[src/design/ita_pkg.sv]
package ita_pkg;

    // digit row geometry
    localparam int NUM_CELLS  = 16;
    localparam int DIG_W      = 4;
    localparam int REM_W      = $clog2(NUM_CELLS + 1);
    localparam int MAG_W      = 32;
    localparam int BIT_CNT_W  = $clog2(MAG_W);
    localparam int OCT_DIGITS = (MAG_W + 2) / 3;

    // mode codes
    localparam logic [2:0] MODE_SDEC  = 3'd0;
    localparam logic [2:0] MODE_UDEC  = 3'd1;
    localparam logic [2:0] MODE_OCT   = 3'd2;
    localparam logic [2:0] MODE_HEX   = 3'd3;
    localparam logic [2:0] MODE_HEX0X = 3'd4;

    // prefix sequencing codes
    localparam logic [1:0] PFX_NONE  = 2'd0;
    localparam logic [1:0] PFX_MINUS = 2'd1;
    localparam logic [1:0] PFX_ZERO  = 2'd2;
    localparam logic [1:0] PFX_X     = 2'd3;

    // characters
    localparam logic [7:0] CHAR_0     = 8'h30;
    localparam logic [7:0] CHAR_A     = 8'h61;
    localparam logic [7:0] CHAR_X     = 8'h78;
    localparam logic [7:0] CHAR_MINUS = 8'h2d;

    // per-cycle command to every cell of the row
    typedef struct packed {
        logic load;
        logic dabble;
        logic shift;
    } ita_cell_ctrl_t;

    function automatic logic [7:0] digit_char(input logic [DIG_W-1:0] d);
        logic [7:0] d8;
        d8 = {{(8 - DIG_W){1'b0}}, d};
        if (d < DIG_W'(10))
            return CHAR_0 + d8;
        else
            return CHAR_A + d8 - 8'd10;
    endfunction

endpackage

[src/design/ita_cell.sv]
module ita_cell
    import ita_pkg::*;
(
    input  logic             clk,
    input  ita_cell_ctrl_t   ctrl,
    input  logic [DIG_W-1:0] load_dig,
    input  logic             bit_in,
    input  logic [DIG_W-1:0] dig_in,
    output logic [DIG_W-1:0] dig,
    output logic             carry
);

    logic [DIG_W-1:0] dig_reg;
    logic [DIG_W-1:0] dig_next;
    logic [DIG_W-1:0] adj;

    // add-3 correction before the doubling step
    assign adj   = (dig_reg >= DIG_W'(5)) ? dig_reg + DIG_W'(3) : dig_reg;
    assign carry = adj[DIG_W-1];
    assign dig   = dig_reg;

    always_comb
    begin
        dig_next = dig_reg;
        if (ctrl.load)
            dig_next = load_dig;
        else if (ctrl.dabble)
            dig_next = {adj[DIG_W-2:0], bit_in};
        else if (ctrl.shift)
            dig_next = dig_in;
    end

    always_ff @(posedge clk)
    begin
        dig_reg <= dig_next;
    end

endmodule

[src/design/integer_to_ascii_radix.sv]
// Integer to ASCII text converter, decimal / octal / hex.
// Input channel (in_valid/in_ready) takes one word: mode and value. Output
// channel (out_valid/out_ready) gives one character per word, most
// significant first, with last set on the final character of the text.
// A row of 16 four-bit digit cells holds the number. Hex and octal words
// load the cells directly; decimal words run the 32 magnitude bits
// through the row by shift-and-add-3, one bit per cycle.
// The row then shifts up one digit per cycle past leading zeros, then
// one digit per character emitted, one character per cycle while the
// output register is free; prefix characters ('-' or "0x") come first.
// One word is in work at a time, and in_ready is high only between words.
// Mode codes 5 to 7 are taken and give no characters.
// The output register lets the last character wait while the next word
// is accepted. A stalled receiver holds the row until out_ready returns.
// Reset clears the sequencer and the output valid; no clearing pass.
module integer_to_ascii_radix
    import ita_pkg::*;
(
    input  logic        clk,
    input  logic        rst_n,
    input  logic        in_valid,
    output logic        in_ready,
    input  logic [2:0]  mode,
    input  logic [63:0] value,
    output logic        out_valid,
    input  logic        out_ready,
    output logic [7:0]  character,
    output logic        last
);

    localparam logic [1:0] ST_IDLE = 2'd0;
    localparam logic [1:0] ST_CONV = 2'd1;
    localparam logic [1:0] ST_SKIP = 2'd2;
    localparam logic [1:0] ST_EMIT = 2'd3;

    logic [1:0]           state_reg, state_next;
    logic [MAG_W-1:0]     mag_reg, mag_next;
    logic [BIT_CNT_W-1:0] bit_cnt_reg, bit_cnt_next;
    logic [REM_W-1:0]     rem_reg, rem_next;
    logic [1:0]           pfx_reg, pfx_next;
    logic                 out_valid_reg, out_valid_next;
    logic [7:0]           character_reg, character_next;
    logic                 last_reg, last_next;

    ita_cell_ctrl_t       cell_ctrl;
    logic [DIG_W-1:0]     load_dig [NUM_CELLS];
    logic [DIG_W-1:0]     dig      [NUM_CELLS];
    logic                 carry    [NUM_CELLS];
    logic [MAG_W:0]       oct_pad;
    logic [MAG_W-1:0]     low_word;
    logic                 neg;
    logic                 is_hex;
    logic                 slot_free;
    logic [DIG_W-1:0]     top_dig;
    logic                 bcd_ok;

    assign low_word = value[MAG_W-1:0];
    assign oct_pad  = {1'b0, low_word};
    assign neg      = (mode == MODE_SDEC) && low_word[MAG_W-1];
    assign is_hex   = (mode == MODE_HEX) || (mode == MODE_HEX0X);
    assign top_dig  = dig[NUM_CELLS-1];

    // digit row
    for (genvar gi = 0; gi < NUM_CELLS; gi++)
    begin : g_cell
        logic [DIG_W-1:0] oct_dig;

        if (gi < OCT_DIGITS)
        begin : g_oct
            assign oct_dig = {1'b0, oct_pad[3*gi +: 3]};
        end
        else
        begin : g_no_oct
            assign oct_dig = '0;
        end

        assign load_dig[gi] = is_hex ? value[DIG_W*gi +: DIG_W] :
                              (mode == MODE_OCT) ? oct_dig : '0;

        if (gi == 0)
        begin : g_first
            ita_cell u_cell (
                .clk      (clk),
                .ctrl     (cell_ctrl),
                .load_dig (load_dig[gi]),
                .bit_in   (mag_reg[MAG_W-1]),
                .dig_in   ('0),
                .dig      (dig[gi]),
                .carry    (carry[gi])
            );
        end
        else
        begin : g_rest
            ita_cell u_cell (
                .clk      (clk),
                .ctrl     (cell_ctrl),
                .load_dig (load_dig[gi]),
                .bit_in   (carry[gi-1]),
                .dig_in   (dig[gi-1]),
                .dig      (dig[gi]),
                .carry    (carry[gi])
            );
        end
    end

    // every cell a legal BCD digit
    always_comb
    begin
        bcd_ok = 1'b1;
        for (int i = 0; i < NUM_CELLS; i++)
            if (dig[i] > DIG_W'(9))
                bcd_ok = 1'b0;
    end

    assign slot_free = !out_valid_reg || out_ready;
    assign in_ready  = (state_reg == ST_IDLE);

    // sequencer
    always_comb
    begin
        state_next     = state_reg;
        mag_next       = mag_reg;
        bit_cnt_next   = bit_cnt_reg;
        rem_next       = rem_reg;
        pfx_next       = pfx_reg;
        out_valid_next = out_valid_reg && !out_ready;
        character_next = character_reg;
        last_next      = last_reg;
        cell_ctrl      = '0;

        unique case (state_reg)
            ST_IDLE:
            begin
                if (in_valid)
                begin
                    rem_next     = REM_W'(NUM_CELLS);
                    bit_cnt_next = '1;
                    unique case (mode) inside
                        MODE_SDEC, MODE_UDEC:
                        begin
                            cell_ctrl.load = 1'b1;
                            mag_next       = neg ? MAG_W'(0) - low_word : low_word;
                            pfx_next       = neg ? PFX_MINUS : PFX_NONE;
                            state_next     = ST_CONV;
                        end
                        MODE_OCT, MODE_HEX:
                        begin
                            cell_ctrl.load = 1'b1;
                            pfx_next       = PFX_NONE;
                            state_next     = ST_SKIP;
                        end
                        MODE_HEX0X:
                        begin
                            cell_ctrl.load = 1'b1;
                            pfx_next       = PFX_ZERO;
                            state_next     = ST_SKIP;
                        end
                        default:
                        begin
                            state_next = ST_IDLE;
                        end
                    endcase
                end
            end
            ST_CONV:
            begin
                cell_ctrl.dabble = 1'b1;
                mag_next         = {mag_reg[MAG_W-2:0], 1'b0};
                bit_cnt_next     = bit_cnt_reg - BIT_CNT_W'(1);
                if (bit_cnt_reg == '0)
                    state_next = ST_SKIP;
            end
            ST_SKIP:
            begin
                // drop leading zeros, keeping at least one digit
                if (top_dig == '0 && rem_reg > REM_W'(1))
                begin
                    cell_ctrl.shift = 1'b1;
                    rem_next        = rem_reg - REM_W'(1);
                end
                else
                    state_next = ST_EMIT;
            end
            ST_EMIT:
            begin
                if (slot_free)
                begin
                    out_valid_next = 1'b1;
                    case (pfx_reg)
                        PFX_MINUS:
                        begin
                            character_next = CHAR_MINUS;
                            last_next      = 1'b0;
                            pfx_next       = PFX_NONE;
                        end
                        PFX_ZERO:
                        begin
                            character_next = CHAR_0;
                            last_next      = 1'b0;
                            pfx_next       = PFX_X;
                        end
                        PFX_X:
                        begin
                            character_next = CHAR_X;
                            last_next      = 1'b0;
                            pfx_next       = PFX_NONE;
                        end
                        default:
                        begin
                            character_next  = digit_char(top_dig);
                            last_next       = (rem_reg == REM_W'(1));
                            cell_ctrl.shift = 1'b1;
                            rem_next        = rem_reg - REM_W'(1);
                            if (rem_reg == REM_W'(1))
                                state_next = ST_IDLE;
                        end
                    endcase
                end
            end
            default:
            begin
                state_next = ST_IDLE;
            end
        endcase
    end

    // control registers
    always_ff @(posedge clk or negedge rst_n)
    begin
        if (!rst_n)
        begin
            state_reg     <= ST_IDLE;
            bit_cnt_reg   <= '0;
            rem_reg       <= '0;
            pfx_reg       <= PFX_NONE;
            out_valid_reg <= 1'b0;
        end
        else
        begin
            state_reg     <= state_next;
            bit_cnt_reg   <= bit_cnt_next;
            rem_reg       <= rem_next;
            pfx_reg       <= pfx_next;
            out_valid_reg <= out_valid_next;
        end
    end

    // payload registers
    always_ff @(posedge clk)
    begin
        mag_reg       <= mag_next;
        character_reg <= character_next;
        last_reg      <= last_next;
    end

    assign out_valid = out_valid_reg;
    assign character = character_reg;
    assign last      = last_reg;

    // a prefix character never closes a text
    assert property (@(posedge clk) disable iff (!rst_n)
        out_valid && last |-> character != CHAR_MINUS && character != CHAR_X)
        else $error("prefix character flagged as last");

    // double-dabble keeps every cell in BCD range
    assert property (@(posedge clk) disable iff (!rst_n)
        state_reg == ST_CONV |-> bcd_ok)
        else $error("digit cell left BCD range during conversion");

    // conversion leaves only after all magnitude bits went in
    assert property (@(posedge clk) disable iff (!rst_n)
        state_reg == ST_SKIP && $past(state_reg) == ST_CONV |->
            $past(bit_cnt_reg) == '0)
        else $error("conversion ended early");

    // a word of a valid mode blocks further input
    assert property (@(posedge clk) disable iff (!rst_n)
        in_valid && in_ready && mode <= MODE_HEX0X |=> !in_ready)
        else $error("input taken while a word is in work");

endmodule
[config.mk]
export PLATFORM = sky130hd
export DESIGN_NAME = integer_to_ascii_radix
export DESIGN_NICKNAME = d
export VERILOG_FILES = /design/src/design/ita_pkg.sv /design/src/design/ita_cell.sv /design/src/design/integer_to_ascii_radix.sv
export SDC_FILE = /design/constraint.sdc
export NUM_CORES = 1
export LEC_CHECK = 0
export BUFFER_PORTS_ARGS = -buffer_cell sky130_fd_sc_hd__buf_4
export CAP_MARGIN = 20
export CORE_MARGIN = 2
export CORE_UTILIZATION = 25
export CTS_BUF_LIST = sky130_fd_sc_hd__clkbuf_4 sky130_fd_sc_hd__clkbuf_8
export CTS_CLUSTER_DIAMETER = 50
export DETAILED_ROUTE_END_ITERATION = 16
export SETUP_SLACK_MARGIN = 0.1
export SYNTH_ARGS = -nofsm -noshare
export SYNTH_HDL_FRONTEND = slang
export SYNTH_SLANG_ARGS = --single-unit
export TNS_END_PERCENT = 1
[constraint.sdc]
create_clock -name clk -period 4.3 [get_ports clk]
set_clock_uncertainty 0.15 [all_clocks]
set_input_delay 0.43 -clock clk [delete_from_list [all_inputs] [get_ports clk]]
set_output_delay 0.43 -clock clk [all_outputs]
set_load 0.02 [all_outputs]
==> impl_metrics.json, run 1 <==
{
  "layoutNonFillerInstCount": 1403,
  "rr_startpoint": "state_reg[1]$_DFFE_PN0P_",
  "syn_inst": 888,
  "synth.area.mux_share_pct": 3.58,
  "relSlewSlack_pct": 45.1,
  "synth-compound-area-share_pct": 24.1,
  "peakVddDrop_mv": 0.290,
  "reg2reg_to": "g_cell[7].g_rest.u_cell.dig[3]$_DFFE_PP_",
  "grt_pass1_vias": 7091,
  "seq_area_frac_synth_pct": 41.0,
  "cp-endpoint": "g_cell[7].g_rest.u_cell.dig[3]$_DFFE_PP_",
  "critPathMaxFanout": 37,
  "clockRootBuffer": "clkbuf_8",
  "syn-cell-area_mm2": 0.00853,
  "place_congestion": 0.823,
  "final_util_pct": 30.2,
  "fin_crit_sh_pct": 70.7,
  "dp_hpwl_um": 16800,
  "cts_buffers": 17,
  "synthFlopType": "edfxtp_1",
  "cts_buffer_depth": 2,
  "overflow": 0,
  "ys_warn_count": 0,
  "drive_gt1_share_pct": 17.8,
  "fp.dieH_um": 189,
  "start_util_pct": 25.4,
  "dieArea_mm2": 0.0356,
  "status": "finished, final reports clean",
  "routed_wl_um": 24700,
  "hold_viol": 0,
  "r2r_cells": 7,
  "grt_max_degree": 146,
  "port_buffers": 80,
  "clock_sinks": 119,
  "synthSimpleGateAreaFrac_pct": 17.2,
  "clk_latency_ps": 450,
  "final-max-slew-violation-count": 0,
  "ios": 82,
  "vias": 7424,
  "syn_avg_cell_area_um2": 9.61,
  "ys_ff_latch": 119,
  "synth_xor_area_share_pct": 2.67,
  "grtUsageTotal_pct": 14.0,
  "area_growth_pct": 18.7,
  "max-cap-violations": 0,
  "whs_ps": 102,
  "synth_top_area_share_pct": 36.6,
  "synth_top_family_by_area": "compound AO/OA/AOI/OAI gates",
  "crit_start": "state_reg[1]$_DFFE_PN0P_",
  "tightestPinTransition_ps": 821,
  "period_needed_ps": 3040,
  "min_from": "value[47]",
  "synth_adder_area_share_pct": 6.16,
  "cts_resized": 0,
  "yosysUniqueCellTypes": 74,
  "power_density_mw_per_mm2": 712,
  "rsz0062_at_grt": "no",
  "clock.fmax_mhz": 329,
  "final.setup.worst_slack_ps": 1260,
  "die_x_um": 189,
  "r2r_setup_slack_ps": 1260,
  "ant_nets": 0,
  "layout.nets": 1054,
  "synth-async-reset-ratio_pct": 12.6,
  "cts_setup_buffers": 0,
  "cts_tree": "yes",
  "core_area_mm2": 0.0335,
  "cp.arrival_ps": 3030,
  "post-place-cells": 1367,
  "cts_htree_levels": 4,
  "end_kind": "flip-flop",
  "wl_per_cell_um": 17.6,
  "fin_tns_setup_ps": 0,
  "grt_pass1_wl_um": 39500,
  "hold_class": "in2reg",
  "avgViaCountPerCell": 5.29,
  "post-place-ws_ps": 1280,
  "syn_nets": 1001,
  "remaining_drc_errors": 0,
  "leakagePower_nw": 3.71,
  "drt_iter0_drc": 777,
  "critical_path_class": "reg2reg",
  "largest_reg_flops": 60,
  "clk_pin_slew_worst_paths_ps": 90,
  "synth_edf_count": 104,
  "setup_violations": 0,
  "yosysTopAreaCell": "edfxtp_1",
  "drt_first_pass_iters": 5,
  "synth.area.top_cells": "edfxtp_1 (37%), ha_1 (6.2%), o21ai_0 (5.5%)",
  "worstPathRequired_ps": 4290,
  "antenna_found_initial": 1,
  "core.rowCount": 67,
  "cp-start-kind": "flip-flop"
}
power breakdown:
group          switching, mW  internal (mW)  total (mW)
combinational           1.87           1.48        3.35
sequential             0.496           2.09        2.59
clock                  0.524          0.752        1.28
through the flow:
step	cell area [um^2]	power [mW]
floorplan	8530	5.01
global placement	9590	5.82
detailed placement	9590	5.91
CTS	10100	7.21
global route	10100	7.81
finish	10100	7.21
routing by layer:
layer  share of wire (%)  global-route usage, %  vias up
met1                  43                   18.6     3587
li1                    -                      -     3533
met4                 1.1                   3.34        0
met5                   0                      0        -
met2                  48                   22.8      283
met3                 7.2                   3.59       21
layout make-up:
| cell class | instances | area (um^2) |
|---|---|---|
| fill | 3494 | 23400 |
| multi-input combinational | 661 | 4640 |
| sequential | 119 | 3500 |
| timing repair buffer | 96 | 772 |
| tap | 448 | 561 |
| clock inverter | 15 | 249 |
| clock buffer | 17 | 234 |
| inverter | 46 | 173 |
| antenna | 1 | 2.50 |
placed cells by master, fill, tap and decap left out, types with 16 or more instances in the layout:
cell type and instances:
edfxtp_1 104, o21ai_0 94, buf_4 91, a21oi_1 68, nor2_1 47, inv_1 45, ha_1 41, nand2_1 32
nand3_1 31, xnor2_1 25, nand2b_1 21, a222oi_1 21, mux2_2 20, nor3_1 19, nor3b_1 19, nor2b_1 18
a22o_1 18, clkbuf_8 17, a32oi_1 16
logic make-up after synthesis:
group | after synthesis
mux | 28
other cells | 2
compound gates | 307
flops | 119
simple gates | 256
buf+inv | 108
fa+ha+maj | 42
xor+xnor | 26
what timing repair did:
action,4_1_cts,5_1_grt
endpoints found under the hold margin,15,0
setup endpoints to repair,0,0
hold buffers,1,0
worst min-delay path by stage:
stage | endpoint | cells past startpoint
2_1_floorplan | bit_cnt_reg[0]$_DFFE_PN0P_ | 0
3_3_place_gp | out_valid$_DFF_PN0_ | 1
3_5_place_dp | out_valid$_DFF_PN0_ | 1
4_1_cts | g_cell[11].g_rest.u_cell.dig[3]$_DFFE_PP_ | 2
5_1_grt | g_cell[11].g_rest.u_cell.dig[3]$_DFFE_PP_ | 2
6_report | g_cell[11].g_rest.u_cell.dig[3]$_DFFE_PP_ | 2
cells in the mapped netlist, types with 6 or more instances:
cell type / instances
ha_1: 42
edfxtp_1: 104
clkbuf_1: 46
nand2_1: 32
nor4b_1: 6
and3_1: 7
nor2b_1: 18
nand2b_1: 21
a21oi_1: 68
a31oi_1: 11
nand4_1: 10
a21o_1: 10
inv_1: 45
nor2_1: 47
mux2i_1: 8
nor3b_1: 19
nor3_1: 20
nand3_1: 32
a22oi_1: 14
o21ai_0: 94
a222oi_1: 21
dfrtp_1: 15
or3_1: 8
nor4_1: 8
xnor2_1: 25
a32oi_1: 16
mux2_2: 20
a22o_1: 18
critical path, stage by stage (launching register included):
cell     delay (ps)
dfrtp_1         410
inv_1           170
ha_1            470
nand2_1         260
nor2_1          140
buf_4           200
a211o_2         580
buf_12          310
Note: power is estimated with default switching activity, not from simulation.
==> run 2, diff against run 1 <==
==> constraint.sdc (replaced) <==
create_clock -name clk -period 2.7 [get_ports clk]
set_clock_uncertainty 0.15 [all_clocks]
set_input_delay 0.27 -clock clk [delete_from_list [all_inputs] [get_ports clk]]
set_output_delay 0.27 -clock clk [all_outputs]
set_load 0.02 [all_outputs]
==> impl_metrics.json, run 2 (synthesized netlist as in run 1, its figures left out) <==
{
  "status": "finished, final reports clean",
  "overflow": 0,
  "final.setup.worst_slack_ps": 249,
  "n_fill_cell": 3520,
  "final-max-slew-violation-count": 0,
  "cts_buffer_depth": 2,
  "tightestPinTransition_ps": 869,
  "dp_hpwl_um": 17500,
  "clockRootBuffer": "clkbuf_8",
  "most-common-layout-cells": "edfxtp_1 (104), buf_4 (102), o21ai_0 (94)",
  "antenna_found_initial": 0,
  "clock.fmax_mhz": 408,
  "use_met3_pct": 2.91,
  "setup_violations": 0,
  "grt_pass1_vias": 7230,
  "end_kind": "flip-flop",
  "r2r_setup_slack_ps": 250,
  "peakVddDrop_mv": 0.547,
  "drt_first_pass_iters": 8,
  "die_x_um": 189,
  "hold_viol": 0,
  "period_needed_ps": 2450,
  "avgViaCountPerCell": 5.25,
  "core.rowCount": 67,
  "grt_pass1_wl_um": 39300,
  "relSlewSlack_pct": 41.9,
  "totalPowerFinal_mw": 11.5,
  "vias": 7605,
  "ios": 82,
  "cp-start-kind": "flip-flop",
  "port_buffers": 80,
  "cts_htree_levels": 4,
  "hold_class": "in2reg",
  "fin_tns_setup_ps": 0,
  "grt_max_degree": 86,
  "top_usage_layer": "met2",
  "fp.dieH_um": 189,
  "clock_sinks": 119,
  "diodes": 0,
  "critPathMaxFanout": 13,
  "drt_iter0_drc": 780,
  "final_common_cell": "edfxtp_1",
  "clk_latency_ps": 460,
  "ant_nets": 0,
  "grt_use_met1_pct": 19.2,
  "cts_buffers": 17,
  "cts_tree": "yes",
  "rsz0062_at_grt": "yes",
  "clk_pin_slew_worst_paths_ps": 80,
  "remaining_drc_errors": 0,
  "grtUsageTotal_pct": 14.0,
  "routed_wl_um": 25200,
  "core_area_mm2": 0.0335,
  "dieArea_mm2": 0.0356,
  "fin_crit_sh_pct": 90.8,
  "critical_path_class": "reg2reg",
  "cp.arrival_ps": 2500,
  "layout.nets": 1101,
  "post-place-ws_ps": 253,
  "wl_per_cell_um": 17.4,
  "area_growth_pct": 24.0,
  "final_util_pct": 31.5,
  "worstPathRequired_ps": 2750,
  "start_util_pct": 25.4,
  "leakagePower_nw": 3.93,
  "place_congestion": 0.837,
  "largest_reg_flops": 60,
  "max-cap-violations": 0,
  "power_density_mw_per_mm2": 1090,
  "grt_util_met2_pct": 22.4,
  "drive_gt1_share_pct": 18.7
}
-- run 2: changes by cell type in the layout (fill, tap and decap cells not counted), moves of 2 or more --
cell / change
clkbuf_8: +2
dlygate4sd3_1: +31
bufinv_16: -2
clkinvlp_4: -3
clkinv_2: +4
buf_12: +6
buf_4: +11
inv_6: -3
clkbuf_4: +4
-- run 2: cell type report --
cell class | instances | area, um^2 | area share [%]
sequential | 119 | 3500 | 33.1
clock buffer | 23 | 292 | 2.76
timing repair buffer | 143 | 1260 | 11.9
inverter | 46 | 173 | 1.63
multi-input combinational | 661 | 4650 | 44.0
clock inverter | 9 | 148 | 1.40
tap | 448 | 561 | 5.30
-- run 2: repair_timing --
item,CTS,global route
hold buffers,32,0
endpoints found under the setup margin,0,21
endpoints found under the hold margin,46,0
gates resized for setup,0,1
setup buffers,0,2
-- run 2: worst paths after layout --
check                                            from                                        to  cells past startpoint
setup / recovery             state_reg[1]$_DFFE_PN0P_  g_cell[9].g_rest.u_cell.dig[1]$_DFFE_PP_                      6
hold / removal                              value[37]  g_cell[9].g_rest.u_cell.dig[1]$_DFFE_PP_                      3
setup reg to reg             state_reg[1]$_DFFE_PN0P_  g_cell[9].g_rest.u_cell.dig[1]$_DFFE_PP_                      6
hold reg to reg            bit_cnt_reg[0]$_DFFE_PN0P_                bit_cnt_reg[0]$_DFFE_PN0P_                      1
min in group asynchronous                       rst_n                bit_cnt_reg[3]$_DFFE_PN0P_                      2
max in group asynchronous                       rst_n                bit_cnt_reg[1]$_DFFE_PN0P_                      2
-- run 2: metrics by stage --
stage / hold WS (ps) / cells / cell area, um^2
5_1_grt: 34.7 / 1449 / 10600
2_1_floorplan: -176 / 888 / 8560
3_3_place_gp: -5.37 / 1383 / 9800
4_1_cts: 8.56 / 1447 / 10600
3_5_place_dp: -6.65 / 1383 / 9800
6_report: 44.9 / 1449 / 10600
-- run 2: where the power goes --
group          internal (mW)  total, mW  switching (mW)  leakage [nW]
logic                   2.53       5.55            3.02          2.55
registers               3.32       4.10           0.776          1.15
clock network           1.09       1.86           0.767         0.227
total                   6.94       11.5            4.56          3.93
-- run 2: routing by layer --
metal	wire length, um	part of all wire, %	vias to the layer above
met2	11800	47	295
li1	-	-	3632
met4	293	1.2	0
met1	11400	45	3657
met3	1800	7.1	21
met5	0	0	-
-- run 2: worst max-delay path, cell delays in order, from the launching register on --
cell and delay (ps):
dfrtp_1 400, inv_1 190, ha_1 330, a31oi_2 380
buf_4 300, a222oi_1 310, o21ai_0 130
